`config.mk`:
```
export PLATFORM = sky130hd
export DESIGN_NAME = can_multiframe_packet_reassembler_top_flat
export DESIGN_NICKNAME = d
export VERILOG_FILES = /design/src/hw/rtl/cmpr_pkg.sv /design/src/hw/rtl/cmpr_stream_if.sv /design/src/hw/rtl/cmpr_front.sv /design/src/hw/rtl/cmpr_fifo.sv /design/src/hw/rtl/cmpr_back.sv /design/src/hw/rtl/can_multiframe_packet_reassembler_top.sv /design/src/flat_wrapper.sv
export SDC_FILE = /design/constraint.sdc
export NUM_CORES = 1
export LEC_CHECK = 0
export BUFFER_PORTS_ARGS = -buffer_cell sky130_fd_sc_hd__clkbuf_2
export CORE_ASPECT_RATIO = 1.5
export CORE_UTILIZATION = 40
export CTS_CLUSTER_SIZE = 20
export DETAILED_ROUTE_END_ITERATION = 10
export PLACE_DENSITY = 0.59
export SLEW_MARGIN = 25
export SYNTH_ARGS = -nofsm -noshare
export SYNTH_HDL_FRONTEND = slang
export SYNTH_SLANG_ARGS = --single-unit
export TNS_END_PERCENT = 10
```
`constraint.sdc`:
```
create_clock -name clk_i -period 12.1 [get_ports clk_i]
set_input_delay 1.21 -clock clk_i [delete_from_list [all_inputs] [get_ports clk_i]]
set_output_delay 1.21 -clock clk_i [all_outputs]
set_load 0.02 [all_outputs]
```
`src/hw/rtl/cmpr_pkg.sv`:
```
// Shared types and constants of the CAN multi-frame packet reassembler.
package cmpr_pkg;

  localparam int unsigned QueueDepth = 2;
  localparam int unsigned NodeW      = 5;
  localparam int unsigned DestLsb    = 16;
  localparam int unsigned SrcLsb     = 22;
  localparam int unsigned LenW       = 17;
  localparam logic [3:0]  MaxBytes   = 4'd8;

  localparam logic [7:0] HeaderReset   = 8'hAA;
  localparam logic [7:0] TailReset     = 8'h55;
  localparam logic [7:0] LongTypeReset = 8'hC4;

  localparam logic [LenW-1:0] ShortExtra = LenW'(5);
  localparam logic [LenW-1:0] LongExtra  = LenW'(6);

  typedef enum logic [3:0] {
    StPartial  = 4'd0,
    StOk       = 4'd1,
    StRequest  = 4'd2,
    StHeader   = 4'd3,
    StDest     = 4'd4,
    StSrc      = 4'd5,
    StOverrun  = 4'd6,
    StTail     = 4'd7,
    StChecksum = 4'd8,
    StShort    = 4'd9
  } cmpr_status_e;

  typedef enum logic [1:0] {
    RegHeader   = 2'd0,
    RegTail     = 2'd1,
    RegLongType = 2'd2
  } cmpr_reg_e;

  typedef struct packed {
    logic [28:0] frame_id;
    logic [3:0]  frame_len;
    logic [7:0]  byte0;
    logic [7:0]  byte1;
    logic [7:0]  byte2;
    logic [7:0]  byte3;
    logic [7:0]  byte4;
    logic [7:0]  byte5;
    logic [7:0]  byte6;
    logic [7:0]  byte7;
  } cmpr_frame_t;

  typedef struct packed {
    cmpr_status_e     status;
    logic [NodeW-1:0] source_node;
    logic [NodeW-1:0] dest_node;
    logic [3:0]       byte_count;
    logic [7:0]       out0;
    logic [7:0]       out1;
    logic [7:0]       out2;
    logic [7:0]       out3;
    logic [7:0]       out4;
    logic [7:0]       out5;
    logic [7:0]       out6;
    logic [7:0]       out7;
  } cmpr_result_t;

  typedef struct packed {
    logic [1:0] reg_index;
    logic [7:0] wdata;
  } cmpr_cfg_t;

  typedef struct packed {
    logic [7:0] header;
    logic [7:0] tail;
    logic [7:0] long_type;
  } cmpr_cfg_regs_t;

  // Classified frame handed from front to back
  typedef struct packed {
    logic             is_req;
    logic             hdr_ok;
    logic             short_err;
    logic [NodeW-1:0] src;
    logic [NodeW-1:0] dst;
    logic [3:0]       len;
    logic [7:0][7:0]  data;
    logic [7:0]       last_byte;
    logic [LenW-1:0]  needed;
  } cmpr_item_t;

endpackage

```
`src/hw/rtl/cmpr_stream_if.sv`:
```
// Valid/ready channel carrying one payload per transaction.
interface cmpr_stream_if #(
  parameter type T = logic
) ();
  logic valid;
  logic ready;
  T     data;

  modport source (output valid, output data, input ready);
  modport sink   (input valid, input data, output ready);
endinterface

```
`src/hw/rtl/cmpr_front.sv`:
```
// Front end: accepts frames and classifies them for the packet engine.
module cmpr_front (
  input  cmpr_pkg::cmpr_cfg_regs_t regs_i,
  cmpr_stream_if.sink              frame_i,
  input  logic                     full_i,
  output logic                     push_o,
  output cmpr_pkg::cmpr_item_t     item_o
);

  cmpr_pkg::cmpr_frame_t f;
  logic [7:0][7:0]       raw;
  logic [3:0]            len;
  logic [2:0]            last_idx;
  logic                  is_long;

  assign f             = frame_i.data;
  assign frame_i.ready = !full_i;
  assign push_o        = frame_i.valid && !full_i;

  assign raw = {f.byte7, f.byte6, f.byte5, f.byte4, f.byte3, f.byte2, f.byte1, f.byte0};

  always_comb begin
    len      = (f.frame_len > cmpr_pkg::MaxBytes) ? cmpr_pkg::MaxBytes : f.frame_len;
    last_idx = 3'(len - 4'd1);
    is_long  = (len >= 4'd2) && (raw[1] == regs_i.long_type);

    item_o.is_req    = (len == 4'd0);
    item_o.hdr_ok    = (raw[0] == regs_i.header);
    item_o.short_err = (len < 4'd3) || (is_long && (len < 4'd4));
    item_o.src       = f.frame_id[cmpr_pkg::SrcLsb +: cmpr_pkg::NodeW];
    item_o.dst       = f.frame_id[cmpr_pkg::DestLsb +: cmpr_pkg::NodeW];
    item_o.len       = len;
    item_o.last_byte = (len == 4'd0) ? 8'h00 : raw[last_idx];
    for (int j = 0; j < 8; j++) begin
      item_o.data[j] = (4'(j) < len) ? raw[j] : 8'h00;
    end
    if (is_long) begin
      item_o.needed = cmpr_pkg::LenW'({raw[2], raw[3]}) + cmpr_pkg::LongExtra;
    end else begin
      item_o.needed = cmpr_pkg::LenW'(raw[2]) + cmpr_pkg::ShortExtra;
    end
  end

endmodule

```
`src/hw/rtl/cmpr_fifo.sv`:
```
// Small queue decoupling the frame front end from the packet engine.
module cmpr_fifo #(
  parameter int unsigned Depth = cmpr_pkg::QueueDepth,
  parameter type T = logic
) (
  input  logic clk_i,
  input  logic rst_ni,
  input  logic push_i,
  input  T     data_i,
  output logic full_o,
  input  logic pop_i,
  output T     data_o,
  output logic empty_o
);

  localparam int unsigned PtrW = (Depth > 1) ? $clog2(Depth) : 1;
  localparam int unsigned CntW = $clog2(Depth + 1);
  localparam logic [PtrW-1:0] LastPtr = PtrW'(Depth - 1);
  localparam logic [CntW-1:0] FullCnt = CntW'(Depth);

  T                mem_q [Depth];
  logic [PtrW-1:0] wr_ptr_q, wr_ptr_d;
  logic [PtrW-1:0] rd_ptr_q, rd_ptr_d;
  logic [CntW-1:0] cnt_q, cnt_d;

  assign full_o  = (cnt_q == FullCnt);
  assign empty_o = (cnt_q == '0);
  assign data_o  = mem_q[rd_ptr_q];

  always_comb begin
    wr_ptr_d = wr_ptr_q;
    rd_ptr_d = rd_ptr_q;
    cnt_d    = cnt_q;
    if (push_i) begin
      wr_ptr_d = (wr_ptr_q == LastPtr) ? '0 : wr_ptr_q + 1'b1;
    end
    if (pop_i) begin
      rd_ptr_d = (rd_ptr_q == LastPtr) ? '0 : rd_ptr_q + 1'b1;
    end
    if (push_i && !pop_i) begin
      cnt_d = cnt_q + 1'b1;
    end else if (pop_i && !push_i) begin
      cnt_d = cnt_q - 1'b1;
    end
  end

  always_ff @(posedge clk_i or negedge rst_ni) begin
    if (!rst_ni) begin
      wr_ptr_q <= '0;
      rd_ptr_q <= '0;
      cnt_q    <= '0;
    end else begin
      wr_ptr_q <= wr_ptr_d;
      rd_ptr_q <= rd_ptr_d;
      cnt_q    <= cnt_d;
    end
  end

  always_ff @(posedge clk_i) begin
    if (push_i) begin
      mem_q[wr_ptr_q] <= data_i;
    end
  end

endmodule

```
`src/hw/rtl/cmpr_back.sv`:
```
// Packet engine: tracks the packet in progress and registers one result per frame.
module cmpr_back (
  input  logic                 clk_i,
  input  logic                 rst_ni,
  input  logic [7:0]           tail_i,
  input  logic                 empty_i,
  input  cmpr_pkg::cmpr_item_t item_i,
  output logic                 pop_o,
  cmpr_stream_if.source        result_o
);

  localparam int unsigned LenW  = cmpr_pkg::LenW;
  localparam int unsigned NodeW = cmpr_pkg::NodeW;

  logic             recv_q, recv_d;
  logic [NodeW-1:0] held_dst_q, held_dst_d;
  logic [NodeW-1:0] held_src_q, held_src_d;
  logic [LenW-1:0]  rem_q, rem_d;
  logic [7:0]       sum_q, sum_d;
  logic [7:0]       seen_q, seen_d;

  logic                  out_valid_q, out_valid_d;
  cmpr_pkg::cmpr_result_t out_q, out_d;

  cmpr_pkg::cmpr_status_e status;
  logic                   opening;
  logic [LenW-1:0]        base_rem;
  logic [LenW-1:0]        len_w;
  logic [7:0]             acc_sum;
  logic [7:0]             acc_seen;

  assign pop_o          = !empty_i && (!out_valid_q || result_o.ready);
  assign result_o.valid = out_valid_q;
  assign result_o.data  = out_q;
  assign len_w          = LenW'(item_i.len);

  // per-byte checksum accumulation and checksum-byte capture over the remaining packet window
  always_comb begin
    opening  = !recv_q;
    base_rem = recv_q ? rem_q : item_i.needed;
    acc_sum  = recv_q ? sum_q : 8'h00;
    acc_seen = recv_q ? seen_q : 8'h00;
    for (int j = 0; j < 8; j++) begin
      if (4'(j) < item_i.len) begin
        if ((base_rem >= LenW'(j + 3)) && !(opening && (j == 0))) begin
          acc_sum = acc_sum + item_i.data[j];
        end
        if (base_rem == LenW'(j + 2)) begin
          acc_seen = item_i.data[j];
        end
      end
    end
  end

  always_comb begin
    recv_d     = recv_q;
    held_dst_d = held_dst_q;
    held_src_d = held_src_q;
    rem_d      = rem_q;
    sum_d      = sum_q;
    seen_d     = seen_q;
    status     = cmpr_pkg::StPartial;
    if (item_i.is_req) begin
      status = cmpr_pkg::StRequest;
    end else if (!recv_q && !item_i.hdr_ok) begin
      status = cmpr_pkg::StHeader;
    end else if (!recv_q && item_i.short_err) begin
      status = cmpr_pkg::StShort;
    end else if (recv_q && (item_i.dst != held_dst_q)) begin
      status = cmpr_pkg::StDest;
      recv_d = 1'b0;
    end else if (recv_q && (item_i.src != held_src_q)) begin
      status = cmpr_pkg::StSrc;
      recv_d = 1'b0;
    end else if (len_w > base_rem) begin
      status = cmpr_pkg::StOverrun;
      recv_d = 1'b0;
    end else if (len_w == base_rem) begin
      if (item_i.last_byte != tail_i) begin
        status = cmpr_pkg::StTail;
      end else if (acc_sum != acc_seen) begin
        status = cmpr_pkg::StChecksum;
      end else begin
        status = cmpr_pkg::StOk;
      end
      recv_d = 1'b0;
    end else begin
      recv_d     = 1'b1;
      held_dst_d = item_i.dst;
      held_src_d = item_i.src;
      rem_d      = base_rem - len_w;
      sum_d      = acc_sum;
      seen_d     = acc_seen;
    end
    if (!recv_d) begin
      held_dst_d = '0;
      held_src_d = '0;
      rem_d      = '0;
      sum_d      = '0;
      seen_d     = '0;
    end
  end

  always_comb begin
    out_valid_d = out_valid_q;
    out_d       = out_q;
    if (pop_o) begin
      out_valid_d       = 1'b1;
      out_d.status      = status;
      out_d.source_node = item_i.src;
      out_d.dest_node   = item_i.dst;
      out_d.byte_count  = item_i.len;
      out_d.out0        = item_i.data[0];
      out_d.out1        = item_i.data[1];
      out_d.out2        = item_i.data[2];
      out_d.out3        = item_i.data[3];
      out_d.out4        = item_i.data[4];
      out_d.out5        = item_i.data[5];
      out_d.out6        = item_i.data[6];
      out_d.out7        = item_i.data[7];
    end else if (result_o.ready) begin
      out_valid_d = 1'b0;
    end
  end

  always_ff @(posedge clk_i or negedge rst_ni) begin
    if (!rst_ni) begin
      recv_q      <= 1'b0;
      held_dst_q  <= '0;
      held_src_q  <= '0;
      rem_q       <= '0;
      sum_q       <= '0;
      seen_q      <= '0;
      out_valid_q <= 1'b0;
    end else begin
      out_valid_q <= out_valid_d;
      if (pop_o) begin
        recv_q     <= recv_d;
        held_dst_q <= held_dst_d;
        held_src_q <= held_src_d;
        rem_q      <= rem_d;
        sum_q      <= sum_d;
        seen_q     <= seen_d;
      end
    end
  end

  always_ff @(posedge clk_i) begin
    out_q <= out_d;
  end

  a_idle_clear: assert property (@(posedge clk_i) disable iff (!rst_ni)
    !recv_q |-> (rem_q == '0 && sum_q == '0 && seen_q == '0 && held_dst_q == '0))
    else $error("idle with stale packet state");

  a_busy_rem: assert property (@(posedge clk_i) disable iff (!rst_ni)
    recv_q |-> (rem_q != '0))
    else $error("packet in progress with nothing remaining");

  a_req_keeps: assert property (@(posedge clk_i) disable iff (!rst_ni)
    (pop_o && item_i.is_req) |=> (recv_q == $past(recv_q) && rem_q == $past(rem_q)))
    else $error("request frame disturbed packet state");

  a_pop_result: assert property (@(posedge clk_i) disable iff (!rst_ni)
    pop_o |=> out_valid_q)
    else $error("frame taken without a result");

endmodule

```
`src/hw/rtl/can_multiframe_packet_reassembler_top.sv`:
```
// Top level of the CAN multi-frame packet reassembler.
// Takes one received CAN frame per transaction and returns exactly one result per frame,
// in order, carrying the frame's bytes and a packet status. Sustained rate is one frame
// per clock while results are taken; a frame's result is registered in the queue entry,
// then in the result register, before it is presented. The rate is set by the packet
// engine, whose eight-byte checksum add chain is the longest path. Configuration writes are
// always accepted and must only be made while no frame is in flight.
module can_multiframe_packet_reassembler_top #(
  parameter int unsigned QueueDepth = cmpr_pkg::QueueDepth
) (
  input  logic          clk_i,
  input  logic          rst_ni,
  cmpr_stream_if.sink   cfg_i,
  cmpr_stream_if.sink   frame_i,
  cmpr_stream_if.source result_o
);

  cmpr_pkg::cmpr_cfg_regs_t regs_q, regs_d;
  cmpr_pkg::cmpr_cfg_t      cfg;
  cmpr_pkg::cmpr_item_t     push_item;
  cmpr_pkg::cmpr_item_t     pop_item;
  logic                     push;
  logic                     pop;
  logic                     full;
  logic                     empty;

  assign cfg         = cfg_i.data;
  assign cfg_i.ready = 1'b1;

  always_comb begin
    regs_d = regs_q;
    if (cfg_i.valid) begin
      unique case (cfg.reg_index)
        cmpr_pkg::RegHeader:   regs_d.header    = cfg.wdata;
        cmpr_pkg::RegTail:     regs_d.tail      = cfg.wdata;
        cmpr_pkg::RegLongType: regs_d.long_type = cfg.wdata;
        default: ;
      endcase
    end
  end

  always_ff @(posedge clk_i or negedge rst_ni) begin
    if (!rst_ni) begin
      regs_q.header    <= cmpr_pkg::HeaderReset;
      regs_q.tail      <= cmpr_pkg::TailReset;
      regs_q.long_type <= cmpr_pkg::LongTypeReset;
    end else begin
      regs_q <= regs_d;
    end
  end

  cmpr_front u_front (
    .regs_i  (regs_q),
    .frame_i (frame_i),
    .full_i  (full),
    .push_o  (push),
    .item_o  (push_item)
  );

  cmpr_fifo #(
    .Depth (QueueDepth),
    .T     (cmpr_pkg::cmpr_item_t)
  ) u_fifo (
    .clk_i   (clk_i),
    .rst_ni  (rst_ni),
    .push_i  (push),
    .data_i  (push_item),
    .full_o  (full),
    .pop_i   (pop),
    .data_o  (pop_item),
    .empty_o (empty)
  );

  cmpr_back u_back (
    .clk_i    (clk_i),
    .rst_ni   (rst_ni),
    .tail_i   (regs_q.tail),
    .empty_i  (empty),
    .item_i   (pop_item),
    .pop_o    (pop),
    .result_o (result_o)
  );

endmodule

```
`src/flat_wrapper.sv`:
```
// flat-port wrapper written by rule: the top's interface ports become plain ports
module can_multiframe_packet_reassembler_top_flat 
#(
  parameter int unsigned QueueDepth = cmpr_pkg::QueueDepth
)
  (clk_i, rst_ni, cfg_i_valid, cfg_i_data, cfg_i_ready, frame_i_valid, frame_i_data, frame_i_ready, result_o_valid, result_o_data, result_o_ready);
  cmpr_stream_if #(.T(cmpr_pkg::cmpr_cfg_t)) cfg_i_i ();
  cmpr_stream_if #(.T(cmpr_pkg::cmpr_frame_t)) frame_i_i ();
  cmpr_stream_if #(.T(cmpr_pkg::cmpr_result_t)) result_o_i ();
  input  logic clk_i;
  input  logic rst_ni;
  input wire logic [$bits(cfg_i_i.valid)-1:0] cfg_i_valid;
  input wire logic [$bits(cfg_i_i.data)-1:0] cfg_i_data;
  output wire logic [$bits(cfg_i_i.ready)-1:0] cfg_i_ready;
  input wire logic [$bits(frame_i_i.valid)-1:0] frame_i_valid;
  input wire logic [$bits(frame_i_i.data)-1:0] frame_i_data;
  output wire logic [$bits(frame_i_i.ready)-1:0] frame_i_ready;
  output wire logic [$bits(result_o_i.valid)-1:0] result_o_valid;
  output wire logic [$bits(result_o_i.data)-1:0] result_o_data;
  input wire logic [$bits(result_o_i.ready)-1:0] result_o_ready;
  assign cfg_i_i.valid = cfg_i_valid;
  assign cfg_i_i.data = cfg_i_data;
  assign cfg_i_ready = cfg_i_i.ready;
  assign frame_i_i.valid = frame_i_valid;
  assign frame_i_i.data = frame_i_data;
  assign frame_i_ready = frame_i_i.ready;
  assign result_o_valid = result_o_i.valid;
  assign result_o_data = result_o_i.data;
  assign result_o_i.ready = result_o_ready;
  can_multiframe_packet_reassembler_top #(.QueueDepth(QueueDepth)) u_core (.clk_i(clk_i), .rst_ni(rst_ni), .cfg_i(cfg_i_i), .frame_i(frame_i_i), .result_o(result_o_i));
endmodule
```
# Word level (Yosys, flattened, before mapping)
# Memories as Yosys holds them, arrays and structs flattened.
# Cells that the tools add are included.
# word_totals
mem_bits_rw	212
register_bits	155
memories	1
# mem_list
memory	words	word_bits	rd	rd_clocked_by_memory_dff	write_ports	line_no	source
u_core.u_fifo.mem_q	2	106	1	0	1	cmpr_fifo.sv:21	T mem_q [Depth];
# classes
order_cmp	30
eq_ne	25
mux	111
n_reduce_logical	31
addsub	16
# ops
cell	n
$mux W8	60
$mux W17	10
$mux W5	16
$eq A17 B3 Y1 const B	4
$ge A17 B3 Y1 const B	4
$add A8 B8 Y8	8
$ge A17 B4 Y1 const B	3
$eq A17 B2 Y1 const B	2
$eq A17 B4 Y1 const B	2
$lt A3 B4 Y1 const A	8
$mux W4	8
$bmux W8 S3	1
$add A16 B3 Y17 const B	1
$eq A4 B17 Y1	1
$ge A17 B2 Y1 const B	1
$gt A4 B17 Y1	1
$sub A17 B4 Y17	1
$eq A8 B8 Y1	2
$lt A1 B4 Y1 const A	4
$lt A2 B4 Y1 const A	4
$ne A8 B8 Y1	2
$mux W1	14
$ne A2 B2 Y1 const B	7
$logic_and A1 B1 Y1	11
other kinds (23)	38

# Logic depth before layout (Yosys ltp)
# An unclocked memory read counts as a cell.
# logic_depth
ltp_word	36
ltp_mapped	57
depth_no_buf	54

# By module
# Synthesis repeated with hierarchy kept, for this count alone.
# hier_totals
cells_unflattened	1798
area_unflattened_um2	20758.7
# by_module_without_submodules
mod	seq_area_each_um2	cells_each	area_per_inst_um2	n_inst
cmpr_back	3588.4	1094	10032.1	1
cmpr_fifo	6466.2	346	7950.1	1
cmpr_front	0.0	305	1839.3	1
can_multiframe_packet_reassembler_top	614.3	53	937.1	1

# Worst setup path before layout
# OpenSTA, ideal clock, no wires.
# synth_path
kind	reg-to-reg
start	register u_core.u_fifo.rd_ptr_q
end	register u_core.u_back.out_q (netlist bit u_core.u_back.result_o.data[81]) (data pin)
setup_time_ns	0.265
synth_period_minus_slack_ns	10.531
required_ns	11.835
path_stages_with_launch	49
arrival_time_ns	10.266
path_slack_ns	1.569
cell_sequence	dfrtp_1 > buf_6 > buf_6 > buf_2 > buf_2 > buf_1 > buf_2 > mux2_2 > ha_1 > fa_1 > mux2_2 > inv_1 > fa_1 > a21oi_1 > inv_1 > fa_1 > nand2_1 > o21a_1 > (+13 left out) > and2_1 > ha_1 > xor2_1 > mux2_2 > ha_1 > nand3_1 > o2111ai_1 > a21o_1 > a21oi_1 > xnor2_1 > nand2_1 > xor2_1 > xnor3_1 > xnor2_1 > xnor2_1 > nand3_1 > nor3_1 > o22ai_1
# synth_rtl
element	line_no	source
start: declaration	cmpr_fifo.sv:23	logic [PtrW-1:0] rd_ptr_q, rd_ptr_d;
start signal: assignment	cmpr_fifo.sv:54	rd_ptr_q <= rd_ptr_d;
end signal: assignment	cmpr_back.sv:149	out_q <= out_d;
end: declaration	cmpr_back.sv:23	cmpr_pkg::cmpr_result_t out_q, out_d;

# Final worst setup path
# layout_path
start	register u_core.u_fifo.rd_ptr_q
end	register u_core.u_back.out_q (netlist bit u_core.u_back.result_o.data[81]) (data pin)
# layout_between
elab_chain_cells	35
word_cells_on_any_way	86
# layout_lines
element	line_no	source
$mem_v2 Z2 W106 (*)	n/a	
$mux W17	cmpr_back.sv:40	base_rem = recv_q ? rem_q : item_i.needed;
$ge A17 B2 Y1	cmpr_back.sv:45	if ((base_rem >= LenW'(j + 3)) && !(opening && (j == 0))) begin
$logic_and A1 B1 Y1	cmpr_back.sv:45	
$mux W8	cmpr_back.sv:45	
$mux W8	cmpr_back.sv:44	if (4'(j) < item_i.len) begin
$add A8 B8 Y8	cmpr_back.sv:46	acc_sum = acc_sum + item_i.data[j];
$mux W8	cmpr_back.sv:45	
(+19 left out)	n/a	
$ne A8 B8 Y1	cmpr_back.sv:81	end else if (acc_sum != acc_seen) begin
$mux W4	cmpr_back.sv:81	
$mux W4	cmpr_back.sv:79	if (item_i.last_byte != tail_i) begin
$mux W4	cmpr_back.sv:78	end else if (len_w == base_rem) begin
$mux W4	cmpr_back.sv:75	end else if (len_w > base_rem) begin
$mux W4	cmpr_back.sv:72	end else if (recv_q && (item_i.src != held_src_q)) begin
$mux W4	cmpr_back.sv:69	end else if (recv_q && (item_i.dst != held_dst_q)) begin
$mux W4	cmpr_back.sv:67	end else if (!recv_q && item_i.short_err) begin
# Every way passes the cells marked *; elsewhere a longest branch is shown, timed or not.
# A chain may end at the register's enable or synchronous reset.

==> metrics.yaml <==
status:
  status: "finished clean"
grt:
  grt.total_usage: 0.238
  grt_pass1_wl_um: 88900
  grt_antenna_before_repair: 1
  grt_max_degree: 74
  grt_pass1_vias: 14200
  grt-ovfl-total: 0
logic_synthesis:
  synthXorXnorAreaFrac: 0.0515
  yosys_most_used_dff: "edfxtp_1"
  ys_warn_count: 0
  synth_cell_type_count: 93
  synth-edff-count: 294
  synthMuxAreaShare: 0.109
  synthesis.area_um2: 20200
  synth_top_family_by_area: "simple AND/OR/NAND/NOR gates"
  synthSimpleGateAreaFrac: 0.124
  syn-num-nets: 1875
  synth.ff_latch_count: 367
  seq_area_frac_synth: 0.529
  synth_compound_area_frac: 0.108
  async_reset_ff_frac: 0.199
  synthCells: 1687
  syn_area_per_cell_um2: 12.0
  yosys.area_share.adder: 0.0505
route:
  postRouteAntennaNets: 0
  drc_errors: 0
  wl_per_cell_um: 23.9
  drtIter0Drc: 959
  finalWirelength_um: 61300
  drtPass1Iterations: 7
  vias_per_cell: 5.55
  vias: 14200
cells_and_area:
  layout.nets: 2061
  final_area_um2: 23200
  multi_input_area_um2: 8970
  layout-drive-gt1-share: 0.231
  fill_cells: 4575
  area_growth_pct: 14.7
  antenna_cells: 0
  final-seq-area_um2: 10700
setup_path:
  path_max_fanout: 13
  required_ps: 12390
  end_kind: "register"
  start_kind: "register"
  worst_path_max_delay_cell: "fa_1"
  critical-path-max-stage-delay_ps: 650
  setup.worst_path.class: "reg2reg"
  crit_top_cell: "nand2_1"
  critPathArrivalTime_ps: 11590
die:
  dieHeight_um: 277
  io_pins: 197
  core_um2: 49700
  dieArea_um2: 51400
  row_count: 100
  initial_core_util: 0.406
  die_x_um: 185
clock_network:
  ctsHtreeMaxLevel: 2
  clock_path_buffers: 3
  cts_made_buffers: 38
  clock_sinks: 367
  cts_hold_buf: 0
  clk_pin_slew_worst_paths_ps: 70
  cts-root-buf: "clkbuf_16"
  insertion_delay_ps: 570
  cts_tree: "done"
placed_design:
  dp_hpwl_um: 46200
  placed_area_um2: 21900
  dp_slack_ps: 449
  gp_congestion: 0.954
  numPortBuffers: 176
sta:
  slew_headroom: 0.310
  rsz0062_at_grt: "false"
  hold_viol_final: 0
  finClkSkew_ps: 26.4
  worst_pin_slew_ps: 1030
  timing.fmax_mhz: 88.5
  finalSetupViolCount: 0
  finalSetupTns_ps: 0
  fin_crit_sh: 0.934
  period_needed_ps: 11300
  timing.final.ws_setup_ps: 801
  whs_ps: 481
  slew_viol_final: 0
worst_hold_path:
  hold_path_class: "reg2reg"
flow_run:
  max-cap-violations: 0
-- cell type report --
| cell class | instances | share of cell area |
|---|---|---|
| Sequential cell | 367 | 0.461 |
| Multi-Input combinational cell | 1181 | 0.387 |
| Timing Repair Buffer | 207 | 0.0492 |
| Clock buffer | 50 | 0.0435 |
| Tap cell | 663 | 0.0358 |
| Inverter | 78 | 0.0127 |
| Clock inverter | 19 | 0.0103 |
-- flip-flops by register name (all words and copies together), names as in the netlist, 2 cells and up --
name	cells
u_core.regs_q	24
u_core.u_back.held_dst_q	5
u_core.u_back.held_src_q	5
u_core.u_back.rem_q	17
u_core.u_back.result_o.data	82
u_core.u_back.seen_q	8
u_core.u_back.sum_q	8
u_core.u_fifo.cnt_q	2
u_core.u_fifo.mem_q	212
-- path summary, 6_finish.rpt --
check	from	end	slack, ps	cells past startpoint
min in group asynchronous	rst_ni	u_core.u_fifo.rd_ptr_q	690	1
min reg2reg	u_core.u_back.sum_q[7]	u_core.u_back.sum_q[7]	480	2
max in group asynchronous	rst_ni	u_core.u_back.recv_q	10860	1
min	u_core.u_back.sum_q[7]	u_core.u_back.sum_q[7]	480	2
max reg2reg	u_core.u_fifo.rd_ptr_q	u_core.u_back.result_o.data[81]	800	49
max	u_core.u_fifo.rd_ptr_q	u_core.u_back.result_o.data[81]	800	49
-- stage by stage --
step | util | instances
finish | 0.466 | 2565
global route | 0.466 | 2565
CTS | 0.465 | 2563
detailed placement | 0.440 | 2494
global placement | 0.440 | 2494
floorplan | - | 1687
-- cell usage after synthesis, types with 7 or more instances --
cell type | instances | area, um^2
nor2b_1 | 55 | 344
a31oi_1 | 13 | 81.3
xor2_1 | 44 | 385
buf_2 | 11 | 55.1
o31ai_1 | 27 | 203
nand2_1 | 154 | 578
inv_1 | 76 | 285
o21ai_0 | 70 | 350
a21boi_0 | 11 | 82.6
or2_2 | 8 | 50.1
o211ai_1 | 12 | 90.1
dfrtp_1 | 62 | 1550
nand2b_1 | 13 | 81.3
mux2i_1 | 55 | 551
buf_1 | 9 | 33.8
nand3_1 | 30 | 150
xnor2_1 | 72 | 631
nor4_1 | 11 | 68.8
dfstp_2 | 11 | 289
o21a_1 | 14 | 105
ha_1 | 67 | 838
mux2_2 | 91 | 1020
edfxtp_1 | 294 | 8830
mux4_2 | 16 | 360
a21o_1 | 16 | 120
nand4_1 | 16 | 100
mux2i_4 | 7 | 158
clkbuf_1 | 34 | 128
nor3_1 | 19 | 95.1
a21oi_1 | 57 | 285
a211oi_1 | 10 | 75.1
o21bai_1 | 10 | 75.1
fa_1 | 9 | 180
and2_1 | 28 | 175
nor2_1 | 114 | 428
-- cells in the final DEF, fill, tap and decap left out, drive strengths merged, types with 12 or more instances in the layout --
cell type  Yosys  layout
mux2i         65      65
a21boi        12      12
buf           27      32
xor2          44      44
nand2b        13      13
nor2         114     114
o21a          14      14
inv           77      79
clkinv         1      14
nor2b         55      55
o21ai         78      78
dfrtp         62      62
nand2        155     155
and2          28      28
a21o          16      16
nor3          20      20
o31ai         27      27
nand4         19      19
nor4          17      17
a31oi         13      13
nand3         32      32
mux4          16      16
edfxtp       294     294
a21oi         59      59
mux2          95      95
xnor2         72      72
clkbuf        34     225
ha            67      67
o211ai        15      15
-- cells by family after synthesis --
logic type               count (synthesis)
AO/OA/AOI/OAI                          320
XOR/XNOR                               117
adder cells (fa/ha/maj)                 76
buffers and inverters                  139
flip-flops                             367
multiplexers                           176
other                                    1
AND/OR/NAND/NOR                        491
-- per-layer routing --
| metal | track usage | vias to the layer above | wire [um] |
|---|---|---|---|
| met5 | 0 | - | 0 |
| met4 | 0.0966 | 0 | 2480 |
| met3 | 0.0281 | 118 | 2550 |
| met2 | 0.427 | 411 | 31800 |
| met1 | 0.285 | 7106 | 24500 |
| li1 | - | 6604 | - |
-- what timing repair did --
item / 4_1_cts / 5_1_grt
gates resized for setup: 0 / 4
endpoints found under the setup margin: 0 / 2
buffers inserted: 0 / 2
-- critical path, delay by kind of cell (launching register included) --
kind            cells  cell delay, ps
buf+inv             4             440
xor+xnor            7            1400
simple gates       15            2390
fa+ha+maj           8            3150
compound gates     13            2540
flops               1             580
mux                 2             540
Power is not shown: default switching activity piles up to over one toggle a cycle in this logic, so the estimate is an artifact.
